File: src/hw/rtl/deadline_ready_queue_assert.svh
// assertion macros for the deadline ready queue
`ifndef DEADLINE_READY_QUEUE_ASSERT_SVH
`define DEADLINE_READY_QUEUE_ASSERT_SVH

// property that must hold in the same cycle
`define DLRQ_ASSERT(lbl, prop, msg) \
    lbl: assert property (@(posedge i_clk) disable iff (!i_rst_n) (prop)) \
        else $error(msg);

// consequent that must hold in the cycle after the antecedent
`define DLRQ_ASSERT_NEXT(lbl, ante, cons, msg) \
    lbl: assert property (@(posedge i_clk) disable iff (!i_rst_n) (ante) |=> (cons)) \
        else $error(msg);

`endif

File: src/hw/rtl/dlrq_pkg.sv
// types and constants of the deadline ready queue
package dlrq_pkg;

    // fixed field widths
    localparam int DL_W     = 32;
    localparam int JOB_IN_W = 8;
    localparam int CMD_W    = 2;

    // command codes
    typedef enum logic [CMD_W-1:0] {
        CMD_PUSH  = 2'd0,
        CMD_POP   = 2'd1,
        CMD_DROP  = 2'd2,
        CMD_QUERY = 2'd3
    } t_cmd;

    // sequencer states
    typedef enum logic [3:0] {
        ST_IDLE = 4'b0001,
        ST_WALK = 4'b0010,
        ST_INS  = 4'b0100,
        ST_DONE = 4'b1000
    } t_state;

endpackage

File: src/hw/rtl/deadline_ready_queue.sv
// earliest-deadline-first ready queue with a sequential walk over one entry memory
`include "deadline_ready_queue_assert.svh"

// A command is taken when start is high and busy is low; its single result
// (o_valid for one cycle) cannot be held off, so the receiver never stalls.
// Entries live in a memory with one registered read port and one write port,
// sorted by ascending 32-bit unsigned deadline, equal deadlines in arrival
// order. One walk reads one entry per cycle and moves it. A query, a refused
// push, a pop on one or no entry and a drop on an empty queue go straight
// to the result; a pop walks over the entries behind the head and a drop
// over every entry; a push into an empty queue writes the new entry directly;
// any other push walks down from the tail, moving each entry with a later
// deadline one place back, and then writes the new entry. The next word can
// be taken in the cycle after the result.
module deadline_ready_queue #(
    parameter int DEPTH    = 16,
    parameter int JOB_BITS = 8
) (
    input  logic                                  i_clk,
    input  logic                                  i_rst_n,
    input  logic                                  start,
    output logic                                  busy,
    input  logic [dlrq_pkg::CMD_W-1:0]            i_command,
    input  logic [dlrq_pkg::JOB_IN_W-1:0]         i_job_number,
    input  logic [dlrq_pkg::DL_W-1:0]             i_deadline,
    input  logic                                  i_high_crit,
    output logic                                  o_valid,
    output logic                                  o_head_valid,
    output logic [JOB_BITS-1:0]                   o_head_job,
    output logic [$clog2(DEPTH+1)-1:0]            o_entry_count,
    output logic                                  o_refused
);
    import dlrq_pkg::*;

    localparam int IDX_W  = $clog2(DEPTH);
    localparam int CNT_W  = $clog2(DEPTH + 1);
    localparam int JMIN_W = (JOB_BITS < JOB_IN_W) ? JOB_BITS : JOB_IN_W;

    // entry memory
    logic [DL_W-1:0]     mem_dl  [DEPTH];
    logic [JOB_BITS-1:0] mem_job [DEPTH];
    logic                mem_hi  [DEPTH];

    // control registers
    t_state             r_state, n_state;
    logic [CNT_W-1:0]   r_fill, n_fill;
    logic               r_refused, n_refused;
    logic [IDX_W-1:0]   r_rd_idx, n_rd_idx;
    logic               r_rd_on, n_rd_on;
    logic               r_pend, n_pend;
    logic [IDX_W-1:0]   r_pend_idx, n_pend_idx;
    logic [CNT_W-1:0]   r_wr, n_wr;
    logic [IDX_W-1:0]   r_ins_pos, n_ins_pos;

    // payload registers
    t_cmd               r_cmd, n_cmd;
    logic [JOB_BITS-1:0] r_job, n_job;
    logic [DL_W-1:0]    r_dl, n_dl;
    logic               r_hi, n_hi;
    logic [JOB_BITS-1:0] r_head_job;
    logic [DL_W-1:0]    r_rd_dl;
    logic [JOB_BITS-1:0] r_rd_job;
    logic               r_rd_hi;

    // memory port controls
    logic               rd_en;
    logic [IDX_W-1:0]   rd_addr;
    logic               mem_we;
    logic [IDX_W-1:0]   mem_wa;
    logic [DL_W-1:0]    mem_wd_dl;
    logic [JOB_BITS-1:0] mem_wd_job;
    logic               mem_wd_hi;

    logic [JOB_BITS-1:0] job_in;
    logic [CNT_W-1:0]    fill_m1;
    logic [IDX_W-1:0]    last_idx;
    logic                accept;

    assign accept   = start && (r_state == ST_IDLE);
    assign busy     = (r_state != ST_IDLE);
    assign job_in   = JOB_BITS'(i_job_number[JMIN_W-1:0]);
    assign fill_m1  = r_fill - CNT_W'(1);
    assign last_idx = fill_m1[IDX_W-1:0];

    // sequencer and walk
    always_comb begin
        n_state    = r_state;
        n_fill     = r_fill;
        n_refused  = r_refused;
        n_rd_idx   = r_rd_idx;
        n_rd_on    = r_rd_on;
        n_pend     = 1'b0;
        n_pend_idx = r_pend_idx;
        n_wr       = r_wr;
        n_ins_pos  = r_ins_pos;
        n_cmd      = r_cmd;
        n_job      = r_job;
        n_dl       = r_dl;
        n_hi       = r_hi;
        rd_en      = 1'b0;
        rd_addr    = r_rd_idx;
        mem_we     = 1'b0;
        mem_wa     = r_ins_pos;
        mem_wd_dl  = r_rd_dl;
        mem_wd_job = r_rd_job;
        mem_wd_hi  = r_rd_hi;

        case (r_state)
            ST_IDLE: begin
                if (accept) begin
                    n_cmd     = t_cmd'(i_command);
                    n_job     = job_in;
                    n_dl      = i_deadline;
                    n_hi      = i_high_crit;
                    n_refused = 1'b0;
                    n_wr      = '0;
                    n_state   = ST_DONE;
                    case (t_cmd'(i_command))
                        CMD_PUSH: begin
                            if (r_fill == CNT_W'(DEPTH)) begin
                                n_refused = 1'b1;
                            end else if (r_fill == '0) begin
                                n_ins_pos = '0;
                                n_state   = ST_INS;
                            end else begin
                                n_rd_idx = last_idx;
                                n_rd_on  = 1'b1;
                                n_state  = ST_WALK;
                            end
                        end
                        CMD_POP: begin
                            if (r_fill == CNT_W'(1)) begin
                                n_fill = '0;
                            end else if (r_fill != '0) begin
                                n_rd_idx = IDX_W'(1);
                                n_rd_on  = 1'b1;
                                n_state  = ST_WALK;
                            end
                        end
                        CMD_DROP: begin
                            if (r_fill != '0) begin
                                n_rd_idx = '0;
                                n_rd_on  = 1'b1;
                                n_state  = ST_WALK;
                            end
                        end
                        default: begin
                            n_state = ST_DONE;
                        end
                    endcase
                end
            end
            ST_WALK: begin
                // issue the next read
                rd_en      = r_rd_on;
                n_pend     = r_rd_on;
                n_pend_idx = r_rd_idx;
                if (r_rd_on) begin
                    if (r_cmd == CMD_PUSH) begin
                        if (r_rd_idx == '0) begin
                            n_rd_on = 1'b0;
                        end else begin
                            n_rd_idx = r_rd_idx - IDX_W'(1);
                        end
                    end else begin
                        if (r_rd_idx == last_idx) begin
                            n_rd_on = 1'b0;
                        end else begin
                            n_rd_idx = r_rd_idx + IDX_W'(1);
                        end
                    end
                end
                // handle the word read last cycle
                if (r_pend) begin
                    case (r_cmd)
                        CMD_PUSH: begin
                            if (r_rd_dl > r_dl) begin
                                // later deadline moves one place back
                                mem_we = 1'b1;
                                mem_wa = r_pend_idx + IDX_W'(1);
                                if (r_pend_idx == '0) begin
                                    n_ins_pos = '0;
                                    n_state   = ST_INS;
                                    n_rd_on   = 1'b0;
                                    n_pend    = 1'b0;
                                end
                            end else begin
                                n_ins_pos = r_pend_idx + IDX_W'(1);
                                n_state   = ST_INS;
                                n_rd_on   = 1'b0;
                                n_pend    = 1'b0;
                            end
                        end
                        CMD_POP: begin
                            mem_we = 1'b1;
                            mem_wa = r_pend_idx - IDX_W'(1);
                            if (r_pend_idx == last_idx) begin
                                n_fill  = fill_m1;
                                n_state = ST_DONE;
                                n_pend  = 1'b0;
                            end
                        end
                        CMD_DROP: begin
                            // keep high-criticality entries, packed in order
                            if (r_rd_hi) begin
                                mem_we = 1'b1;
                                mem_wa = r_wr[IDX_W-1:0];
                                n_wr   = r_wr + CNT_W'(1);
                            end
                            if (r_pend_idx == last_idx) begin
                                n_fill  = r_wr + CNT_W'(r_rd_hi);
                                n_state = ST_DONE;
                                n_pend  = 1'b0;
                            end
                        end
                        default: begin
                            n_state = ST_DONE;
                        end
                    endcase
                end
            end
            ST_INS: begin
                // place the new entry
                mem_we     = 1'b1;
                mem_wa     = r_ins_pos;
                mem_wd_dl  = r_dl;
                mem_wd_job = r_job;
                mem_wd_hi  = r_hi;
                n_fill     = r_fill + CNT_W'(1);
                n_state    = ST_DONE;
            end
            ST_DONE: begin
                n_state = ST_IDLE;
            end
            default: begin
                n_state = ST_IDLE;
            end
        endcase
    end

    // control state
    always_ff @(posedge i_clk) begin
        if (!i_rst_n) begin
            r_state    <= ST_IDLE;
            r_fill     <= '0;
            r_refused  <= 1'b0;
            r_rd_idx   <= '0;
            r_rd_on    <= 1'b0;
            r_pend     <= 1'b0;
            r_pend_idx <= '0;
            r_wr       <= '0;
            r_ins_pos  <= '0;
        end else begin
            r_state    <= n_state;
            r_fill     <= n_fill;
            r_refused  <= n_refused;
            r_rd_idx   <= n_rd_idx;
            r_rd_on    <= n_rd_on;
            r_pend     <= n_pend;
            r_pend_idx <= n_pend_idx;
            r_wr       <= n_wr;
            r_ins_pos  <= n_ins_pos;
        end
    end

    // command word and head copy
    always_ff @(posedge i_clk) begin
        r_cmd <= n_cmd;
        r_job <= n_job;
        r_dl  <= n_dl;
        r_hi  <= n_hi;
        if (mem_we && (mem_wa == '0)) begin
            r_head_job <= mem_wd_job;
        end
    end

    // entry memory, one write and one registered read
    always_ff @(posedge i_clk) begin
        if (mem_we) begin
            mem_dl[mem_wa]  <= mem_wd_dl;
            mem_job[mem_wa] <= mem_wd_job;
            mem_hi[mem_wa]  <= mem_wd_hi;
        end
        if (rd_en) begin
            r_rd_dl  <= mem_dl[rd_addr];
            r_rd_job <= mem_job[rd_addr];
            r_rd_hi  <= mem_hi[rd_addr];
        end
    end

    // result word
    assign o_valid       = (r_state == ST_DONE);
    assign o_head_valid  = (r_fill != '0);
    assign o_head_job    = (r_fill != '0) ? r_head_job : '0;
    assign o_entry_count = r_fill;
    assign o_refused     = r_refused;

    // checks
    `DLRQ_ASSERT(a_fill_bound, r_fill <= CNT_W'(DEPTH), "fill count above depth")
    `DLRQ_ASSERT(a_head_vs_count, o_head_valid == (o_entry_count != '0), "head valid off count")
    `DLRQ_ASSERT(a_refused_full, !(o_valid && o_refused) || (r_fill == CNT_W'(DEPTH)), "early refusal")
    `DLRQ_ASSERT(a_no_idle_write, (r_state != ST_IDLE) || !mem_we, "memory written while idle")
    `DLRQ_ASSERT_NEXT(a_busy_after_start, start && !busy, busy, "not busy after accept")

endmodule
File: config.mk
export PLATFORM = sky130hd
export DESIGN_NAME = deadline_ready_queue
export DESIGN_NICKNAME = d
export VERILOG_FILES = /design/src/hw/rtl/dlrq_pkg.sv /design/src/hw/rtl/deadline_ready_queue.sv
export VERILOG_INCLUDE_DIRS = /design/src /design/src/hw/rtl
export SDC_FILE = /design/constraint.sdc
export NUM_CORES = 1
export LEC_CHECK = 0
export ABC_AREA = 1
export BUFFER_PORTS_ARGS = -buffer_cell sky130_fd_sc_hd__clkbuf_2
export CORE_MARGIN = 1.5
export CORE_UTILIZATION = 62
export CTS_CLUSTER_DIAMETER = 50
export DETAILED_ROUTE_END_ITERATION = 6
export PLACE_DENSITY = 0.79
export SLEW_MARGIN = 40
export SYNTH_ARGS = -nofsm -noshare
export SYNTH_HDL_FRONTEND = slang
export SYNTH_SLANG_ARGS = --single-unit
export TNS_END_PERCENT = 50
File: constraint.sdc
create_clock -name i_clk -period 5.5 [get_ports i_clk]
set_input_delay 1.1 -clock i_clk [delete_from_list [all_inputs] [get_ports i_clk]]
set_output_delay 1.1 -clock i_clk [all_outputs]
set_load 0.05 [all_outputs]
Word level (Yosys, flattened, before mapping)
Memory sizes are Yosys's and may differ from the RTL's. A register that Yosys moved wholly into a read port is not among the register bits.
Index checks and enable logic that the tools add are counted.
- register bits: 80
- logic and storage cells: 169
- memories: 3
- bits of input ports: 46
- output and inout port bits: 17
- RAM bits: 656
- reductions and logical operators: 20
- mux-type cells: 85
- $add $sub $neg: 8
- equality and inequality tests: 38
- $lt $le $gt $ge: 1
- memory list (memory ; words ; bits a word ; read ports ; clocked after memory_dff ; wr ports ; line ; text):
    mem_dl ; 16 ; 32 ; 1 ; 1 ; 1 ; deadline_ready_queue.sv:40 ; logic [DL_W-1:0] mem_dl [DEPTH];
    mem_job ; 16 ; 8 ; 1 ; 1 ; 1 ; deadline_ready_queue.sv:41 ; logic [JOB_BITS-1:0] mem_job [DEPTH];
    mem_hi ; 16 ; 1 ; 1 ; 1 ; 1 ; deadline_ready_queue.sv:42 ; logic mem_hi [DEPTH];
- operators by type and width (kind ; count):
    $mux W4 ; 30
    $mux W5 ; 10
    $pmux W4 S3 ; 4
    $ne A3 B3 Y1 const B ; 11
    $gt A32 B32 Y1 ; 1
    $mux W32 ; 1
    $mux W1 ; 26
    $pmux W4 S2 ; 3
    $pmux W5 S2 ; 2
    $mux W8 ; 2
    $reduce_and A8 Y1 ; 2
    $pmux W5 S3 ; 1
    $ne A2 B2 Y1 const B ; 7
    $logic_not A4 Y1 ; 3
    $reduce_and A11 Y1 ; 1
    $add A5 B1 Y5 const B ; 2
    $add A4 B1 Y4 const B ; 2
    $eq A4 B4 Y1 ; 2
    $ne A2 B1 Y1 const B ; 4
    $ne A4 B1 Y1 const B ; 2
    $sub A4 B1 Y4 const B ; 2
    $pmux W1 S2 ; 3
    $pmux W1 S3 ; 2
    $reduce_and A6 Y1 ; 1
    23 further kinds ; 28

Logic depth before layout (Yosys ltp)
Gate-level depths: netlist (run 1).
- depth after elaboration: 10
- gate-level depth with buffers: 21

Worst setup path before layout (run 1)
OpenSTA, ideal clock, no wires.
- kind: flip-flop to flip-flop
- start point: register r_rd_dl[31], read port of mem_dl
- end point: memory mem_dl[15][0], enable pin
- cell stages (with the launch flop): 16
- slack: 1.536 ns
- required time: 5.061 ns
- arrival time: 3.524 ns
- buffers on the path: 0
- library setup time: 0.439 ns
- period minus slack after synthesis: 3.964 ns
- cell sequence: edfxtp_1 -> ha_1 -> nand2_1 -> nor2_2 -> nand2_2 -> nor4_4 -> nand2_1 -> nand2_2 -> nand2_4 -> nand2_1 -> nand3_1 -> nand2_1 -> nand2_2 -> inv_2 -> nand3_1 -> nor2_1
- cells in the longest elaborated chain, start to end: 7
- elaborated cells on any way between the ends: 11
- classes of those cells: 1 x order compare; 10 x mux
- RTL lines (item ; line ; text):
    from (decl) ; deadline_ready_queue.sv:61 ; logic [DL_W-1:0] r_rd_dl;
    $gt A32 B32 Y1 (*) ; deadline_ready_queue.sv:177 ; if (r_rd_dl > r_dl) begin
    $mux W1 ; deadline_ready_queue.sv:177 ;
    $pmux W1 S3 ; deadline_ready_queue.sv:175 ; case (r_cmd)
    $mux W1 ; deadline_ready_queue.sv:174 ; if (r_pend) begin
    $pmux W1 S2 ; deadline_ready_queue.sv:108 ; case (r_state)
    $mux W1 ; deadline_ready_queue.sv:279 ; if (mem_we) begin
    $mux W1 (implied by the code) ; deadline_ready_queue.sv:280 ; mem_dl[mem_wa] <= mem_wd_dl;
    to (decl) ; deadline_ready_queue.sv:40 ;
Every way passes the cells marked *; elsewhere a longest branch is shown, timed or not.

Worst setup path after layout (run 1)
- start point: register r_fill[0], in the netlist o_entry_count[0]
- end point: output port o_head_job[0]
- cells in the longest elaborated chain, start to end: 2
- RTL lines (item ; line ; text):
    from (decl) ; deadline_ready_queue.sv:46 ; logic [CNT_W-1:0] r_fill, n_fill;
    from (signal assigned) ; deadline_ready_queue.sv:255 ; r_fill <= n_fill;
    $reduce_bool A5 Y1 ; deadline_ready_queue.sv:294 ; assign o_head_job = (r_fill != '0) ? r_head_job : '0;
    $mux W8 ; deadline_ready_queue.sv:294 ;
    to (decl) ; deadline_ready_queue.sv:29 ; output logic [JOB_BITS-1:0] o_head_job,
Every way passes these cells.

==> results.cfg, run 1 <==
[place]
dp_hpwl_mm = 42.5
place_ws_ns = 1.63
port-buffer-count = 62
gp_congestion = 0.895

[yosys]
syn-cell-area_um2 = 31600
synth_common_cells = edfxtp_1, o21ai_0, nor2_1, nand2_1, o221ai_1
ys_seq_elements = 769
ys_seq_area_share_pct = 72.3
yosysWarnings = 0
synth_top_cell_area_share_pct = 70.4
synth_nets = 2569
synth.largest_area_cell = edfxtp_1
syn_inst = 2472
post-synth-top-count-cell = edfxtp_1
avgSynthCellArea_um2 = 12.8
async_reset_ff_share_pct = 0
yosys-top-cells-area = edfxtp_1, o21ai_0, nor2_1
synth-edff-count = 740
ys_types = 52
ys.flop_type = edfxtp_1

[floorplan]
dieArea_um2 = 52300
ios = 63
die_x_um = 229
fp.dieH_um = 229
row_count = 82
core_um2 = 50200
start_util_pct = 62.9

[grt]
grt_max_degree = 187
grt_pass1_vias = 21200
antenna_found_initial = 1
grt_usage_pct = 30.7
grt_pass1_wl_mm = 122
grt_overflow_total = 0

[clock_network]
clockBufferDepth = 3
numCtsBuffers = 79
post_cts_buffers = 0
cts_sinks = 769
cts_tree = yes
ctsHoldBuffers = 0
cts.htree.levels = 3
cts_root_buf = clkbuf_16
clk_latency_ns = 0.64
cts_resized = 0
cts.clk_slew.worst_paths_ns = 0.06

[timing]
worst_slack_ns = 1.45
slew_headroom_pct = 41.7
rsz0062_at_grt = no
slew_violations = 0
fmax_mhz = 247
clock_skew_ns = 0.0343
setup_viol = 0
fin_crit_ns = 4.05
fin_crit_sh_pct = 73.7
finalHoldViolCount = 0
tightest_slew_ns = 0.875
whs_ns = 0.487
fin_tns_setup_ns = 0

[pwr]
ir_worst_vdd_uv = 295
p_sw_mw = 5.23
p_leak_nw = 12.2
pwr-share-comb_pct = 23.8
seq_power_share_pct = 43.0
internal_power_mw = 10.7
total_power_mw = 16.0
switching_share_pct = 32.8
cellPowerDensity_nw_per_um2 = 450
clockPowerShare_pct = 33.1

[final_layout]
fill_cells = 3158
areaGrowthSynthToFinish_pct = 12.5
drive_above_1_share_pct = 12.1
nNetsFinal = 2623

[critical_path]
critPathArrivalTime_ns = 2.95
critical_path_class = reg2out
critPathMaxFanout = 13
cp.required_ns = 4.40
cp-start-kind = register
endpoint_kind = output pin

[routing]
vias_per_cell = 6.53
num_vias = 21300
drc = 1
first_iter_violations = 3219
routedWlPerCell_um = 24.5
wirelength_mm = 80.1
first_pass_iters = 7
postRouteAntennaNets = 0

[min_path]
hp-class = reg2reg

[outcome]
run_status = complete, but fails checks
violations = DRC

[flow_run]
maxCapViolations = 0
-- worst paths after layout --
check | slack, ns | startpoint | endpoint | depth (start not counted)
hold / removal | 0.49 | r_ins_pos[3] | r_ins_pos[3] | 2
setup / recovery | 1.45 | o_entry_count[0] | o_head_job[0] | 8
hold reg to reg | 0.49 | r_ins_pos[3] | r_ins_pos[3] | 2
setup reg to reg | 1.48 | r_rd_dl[7] | mem_dl[3][28] | 13
-- critical path, cell delays in order (launching register included) --
cell      delay [ns]
dfxtp_1         0.54
inv_1           0.21
ha_1            0.28
nand2_1         0.15
nor2_1          0.09
inv_1           0.46
nand2_1         0.19
inv_1           0.12
clkbuf_2        0.29
-- power groups by stage --
stage	Combinational, mW	Clock, mW	Sequential, mW
floorplan	2.60	0	6.94
global placement	3.51	0	7.00
detailed placement	3.65	0	7.02
CTS	3.70	5.31	6.90
global route	4.15	5.54	6.89
finish	3.81	5.29	6.87
-- layout by cell type (no fill, tap or decap), drive strengths merged, types with 29 or more instances in the layout --
cell,n
o221ai,138
o21ai,398
nor2,390
ha,50
clkbuf,158
a21oi,47
buf,66
dfxtp,29
nand2,209
edfxtp,740
clkinv,37
inv,110
nand3,91
-- per-layer routing --
metal,global-route usage [%],part of all wire (%)
met5,0,0
met4,12.5,3.3
met3,5.36,10
met2,49.6,49
met1,42.0,38
-- logic make-up after synthesis --
| family | Yosys count | share of synthesized area (%) |
|---|---|---|
| AND/OR/NAND/NOR | 719 | 9.53 |
| buffers and inverters | 264 | 3.19 |
| XOR/XNOR | 11 | 0.329 |
| adder cells (fa/ha/maj) | 51 | 2.05 |
| flip-flops | 769 | 72.3 |
| AO/OA/AOI/OAI | 658 | 12.6 |
-- metrics by stage --
stage	instances	utilization (%)	instance area, µm²
after floorplan	2472	-	31600
after global placement	3115	65.5	32800
after detailed placement	3115	65.5	32900
after CTS	3258	70.6	35400
after global routing	3260	70.7	35500
final	3261	70.7	35500
-- registers in the layout, indices dropped and copies added, names as in the netlist, 5 cells and up --
register and flops:
o_entry_count 5, r_wr 5, r_dl 32, r_rd_dl 32, mem_job 128, mem_dl 512, mem_hi 16, r_rd_job 8
r_job 8
-- area by class of cell --
type                            instances  area [µm²]  area share [%]
Antenna cell                            1        2.50         0.00705
Clock buffer                           96        2120            5.99
Clock inverter                         47         442            1.24
Inverter                              109         429            1.21
Multi-Input combinational cell       1439        7900            22.3
Sequential cell                       769       22800            64.3
Tap cell                              672         841            2.37
Timing Repair Buffer                  128         933            2.63
Note: power is estimated with default switching activity, not from simulation.
==> inputs of run 2 (changes only) <==
- CORE_UTILIZATION: 62 -> 56
- PLACE_DENSITY: 0.79 -> 0.75
- clock period: 5.5 -> 3.7 ns (I/O delays scaled with it)
==> run 2 against run 1 <==
Against the previous run: the flow now finishes without violations; design area increased by 1.4%; cell count increased by 3.0%; sequential power increased by 47%; global-route usage decreased by 2.9 points; hold slack got worse by 0.19 ns; die area increased by 11%; flip-flop and latch count unchanged; worst setup slack got worse by 1.1 ns; sequential share of layout area decreased by 0.86 points; register-to-register slack got worse by 1.1 ns; via count decreased by 0.98%.
==> results.cfg, run 2 (same netlist as run 1, synthesis figures left out) <==
[clock_network]
cts_sinks = 769
post_cts_buffers = 0
clk_latency_ns = 0.61
cts_resized = 0
ctsHoldBuffers = 0
cts_tree = yes
clockBufferDepth = 3
cts.htree.levels = 3
cts.clk_slew.worst_paths_ns = 0.06
cts_root_buf = clkbuf_16
numCtsBuffers = 82

[timing]
setup_viol = 0
fin_crit_sh_pct = 90.5
fin_crit_ns = 3.35
whs_ns = 0.299
slew_violations = 0
rsz0062_at_grt = no
fmax_mhz = 299
tightest_slew_ns = 0.799
finalHoldViolCount = 0
slew_headroom_pct = 46.2
clock_skew_ns = 0.0217

[floorplan]
die_x_um = 240
start_util_pct = 56.9
core_um2 = 55400
fp.dieH_um = 240
dieArea_um2 = 57800
row_count = 86
ios = 63

[critical_path]
critical_path_buf_inv_count = 1
slowest_stage = edfxtp_1
critical_path_class = reg2reg
path_delay_family = simple AND/OR/NAND/NOR gates
cp.required_ns = 4.01
cp-start-kind = register
critPathArrivalTime_ns = 3.66
endpoint_kind = register
crit_path_frequent_cell = nand2_1
cp_slowest_stage_delay_ns = 0.40
crit_chain = ha_1, nand2_1, nor2_1, nand2_2, nor4_4, nand3b_2, nand2_4, nand2_1, nand3_1, nand2_1, nand2_2, nand2_1, nor2_4, buf_12
critPathMaxFanout = 20

[grt]
grt_max_degree = 180
grt_pass1_vias = 20700
grt_overflow_total = 0
grt_pass1_wl_mm = 121
antenna_found_initial = 0
grt_usage_pct = 27.9

[pwr]
ir_worst_vdd_uv = 532
switching_share_pct = 32.3
p_sw_mw = 7.73
pwr-share-comb_pct = 24.4
total_power_mw = 23.9
seq_power_share_pct = 42.4
clockPowerShare_pct = 33.2
internal_power_mw = 16.2
cellPowerDensity_nw_per_um2 = 665
p_leak_nw = 12.3

[routing]
wl_met1_mm = 31.2
vias_per_cell = 6.28
drc = 0
first_iter_violations = 2746
routed.top_layer = met4
num_vias = 21100
wirelength_mm = 79.0
routedWlPerCell_um = 23.5
postRouteAntennaNets = 0
dr_wl_met2_mm = 38.0
wl_met3_mm = 7.26
first_pass_iters = 5

[final_layout]
final_cell_mix = edfxtp_1, o21ai_0, nor2_1
diodes = 0
fin_area_um2 = 36000
biggestRegsByFlops = mem_dl (512), mem_job (128)
largest_reg_flops = 512
seqCellArea_um2 = 22800
fill_cells = 3851
instances_no_fill = 3360
layout_commonest_cell = edfxtp_1
drive_above_1_share_pct = 12.6
multi_input_area_um2 = 7890
nNetsFinal = 2648
areaGrowthSynthToFinish_pct = 14.0
final_core_util_pct = 64.9
top_register = mem_dl

[flow_run]
maxCapViolations = 0

[outcome]
run_status = finished, final reports clean

[min_path]
hp-class = in2reg

[place]
port-buffer-count = 62
gp_congestion = 0.924
dp_hpwl_mm = 43.9
place_area_um2 = 33400
dp.cells = 3215
-- run 2: cell types whose count changed in the layout (fill, tap and decap cells not counted), sizes merged --
cell / delta
diode: -1
bufinv: +1
clkbuf: +2
buf: +22
clkinvlp: +1
clkinv: -4
inv: +2
-- run 2: area by class of cell --
| type | count | area share (%) |
|---|---|---|
| sequential | 769 | 63.4 |
| multi-input combinational | 1439 | 21.9 |
| clock buffer | 98 | 6.05 |
| timing repair buffer | 150 | 3.60 |
| tap | 748 | 2.60 |
| clock inverter | 47 | 1.19 |
| inverter | 109 | 1.18 |
-- run 2: path summary, 6_finish.rpt --
| check | cells past startpoint | end | start | slack [ns] |
|---|---|---|---|---|
| max | 14 | mem_dl[0][15] | r_rd_dl[27] | 0.35 |
| min | 1 | r_dl[10] | i_deadline[10] | 0.30 |
| max reg2reg | 14 | mem_dl[0][15] | r_rd_dl[27] | 0.35 |
| min reg2reg | 2 | r_ins_pos[3] | r_ins_pos[3] | 0.52 |
-- run 2: per-stage QoR --
stage / TNS, ns / setup WS [ns]
floorplan: -170.94 / -0.264
global placement: 0 / 0.422
detailed placement: 0 / 0.352
CTS: 0 / 0.349
global route: 0 / 0.104
finish: 0 / 0.351
-- run 2: power by group through the flow --
stage	Sequential, mW	Combinational (mW)	Clock (mW)
6_report	10.1	5.85	7.94
5_1_grt	10.2	6.40	8.37
4_1_cts	10.1	5.80	8.01
3_5_place_dp	10.3	5.75	0
3_3_place_gp	10.3	5.58	0
2_1_floorplan	10.3	3.86	0
-- run 2: routing by layer --
| metal | global-route usage (%) | up-vias |
|---|---|---|
| li1 | - | 9358 |
| met1 | 38.0 | 10400 |
| met2 | 44.9 | 1133 |
| met3 | 4.90 | 167 |
| met4 | 10.8 | 0 |
| met5 | 0 | - |
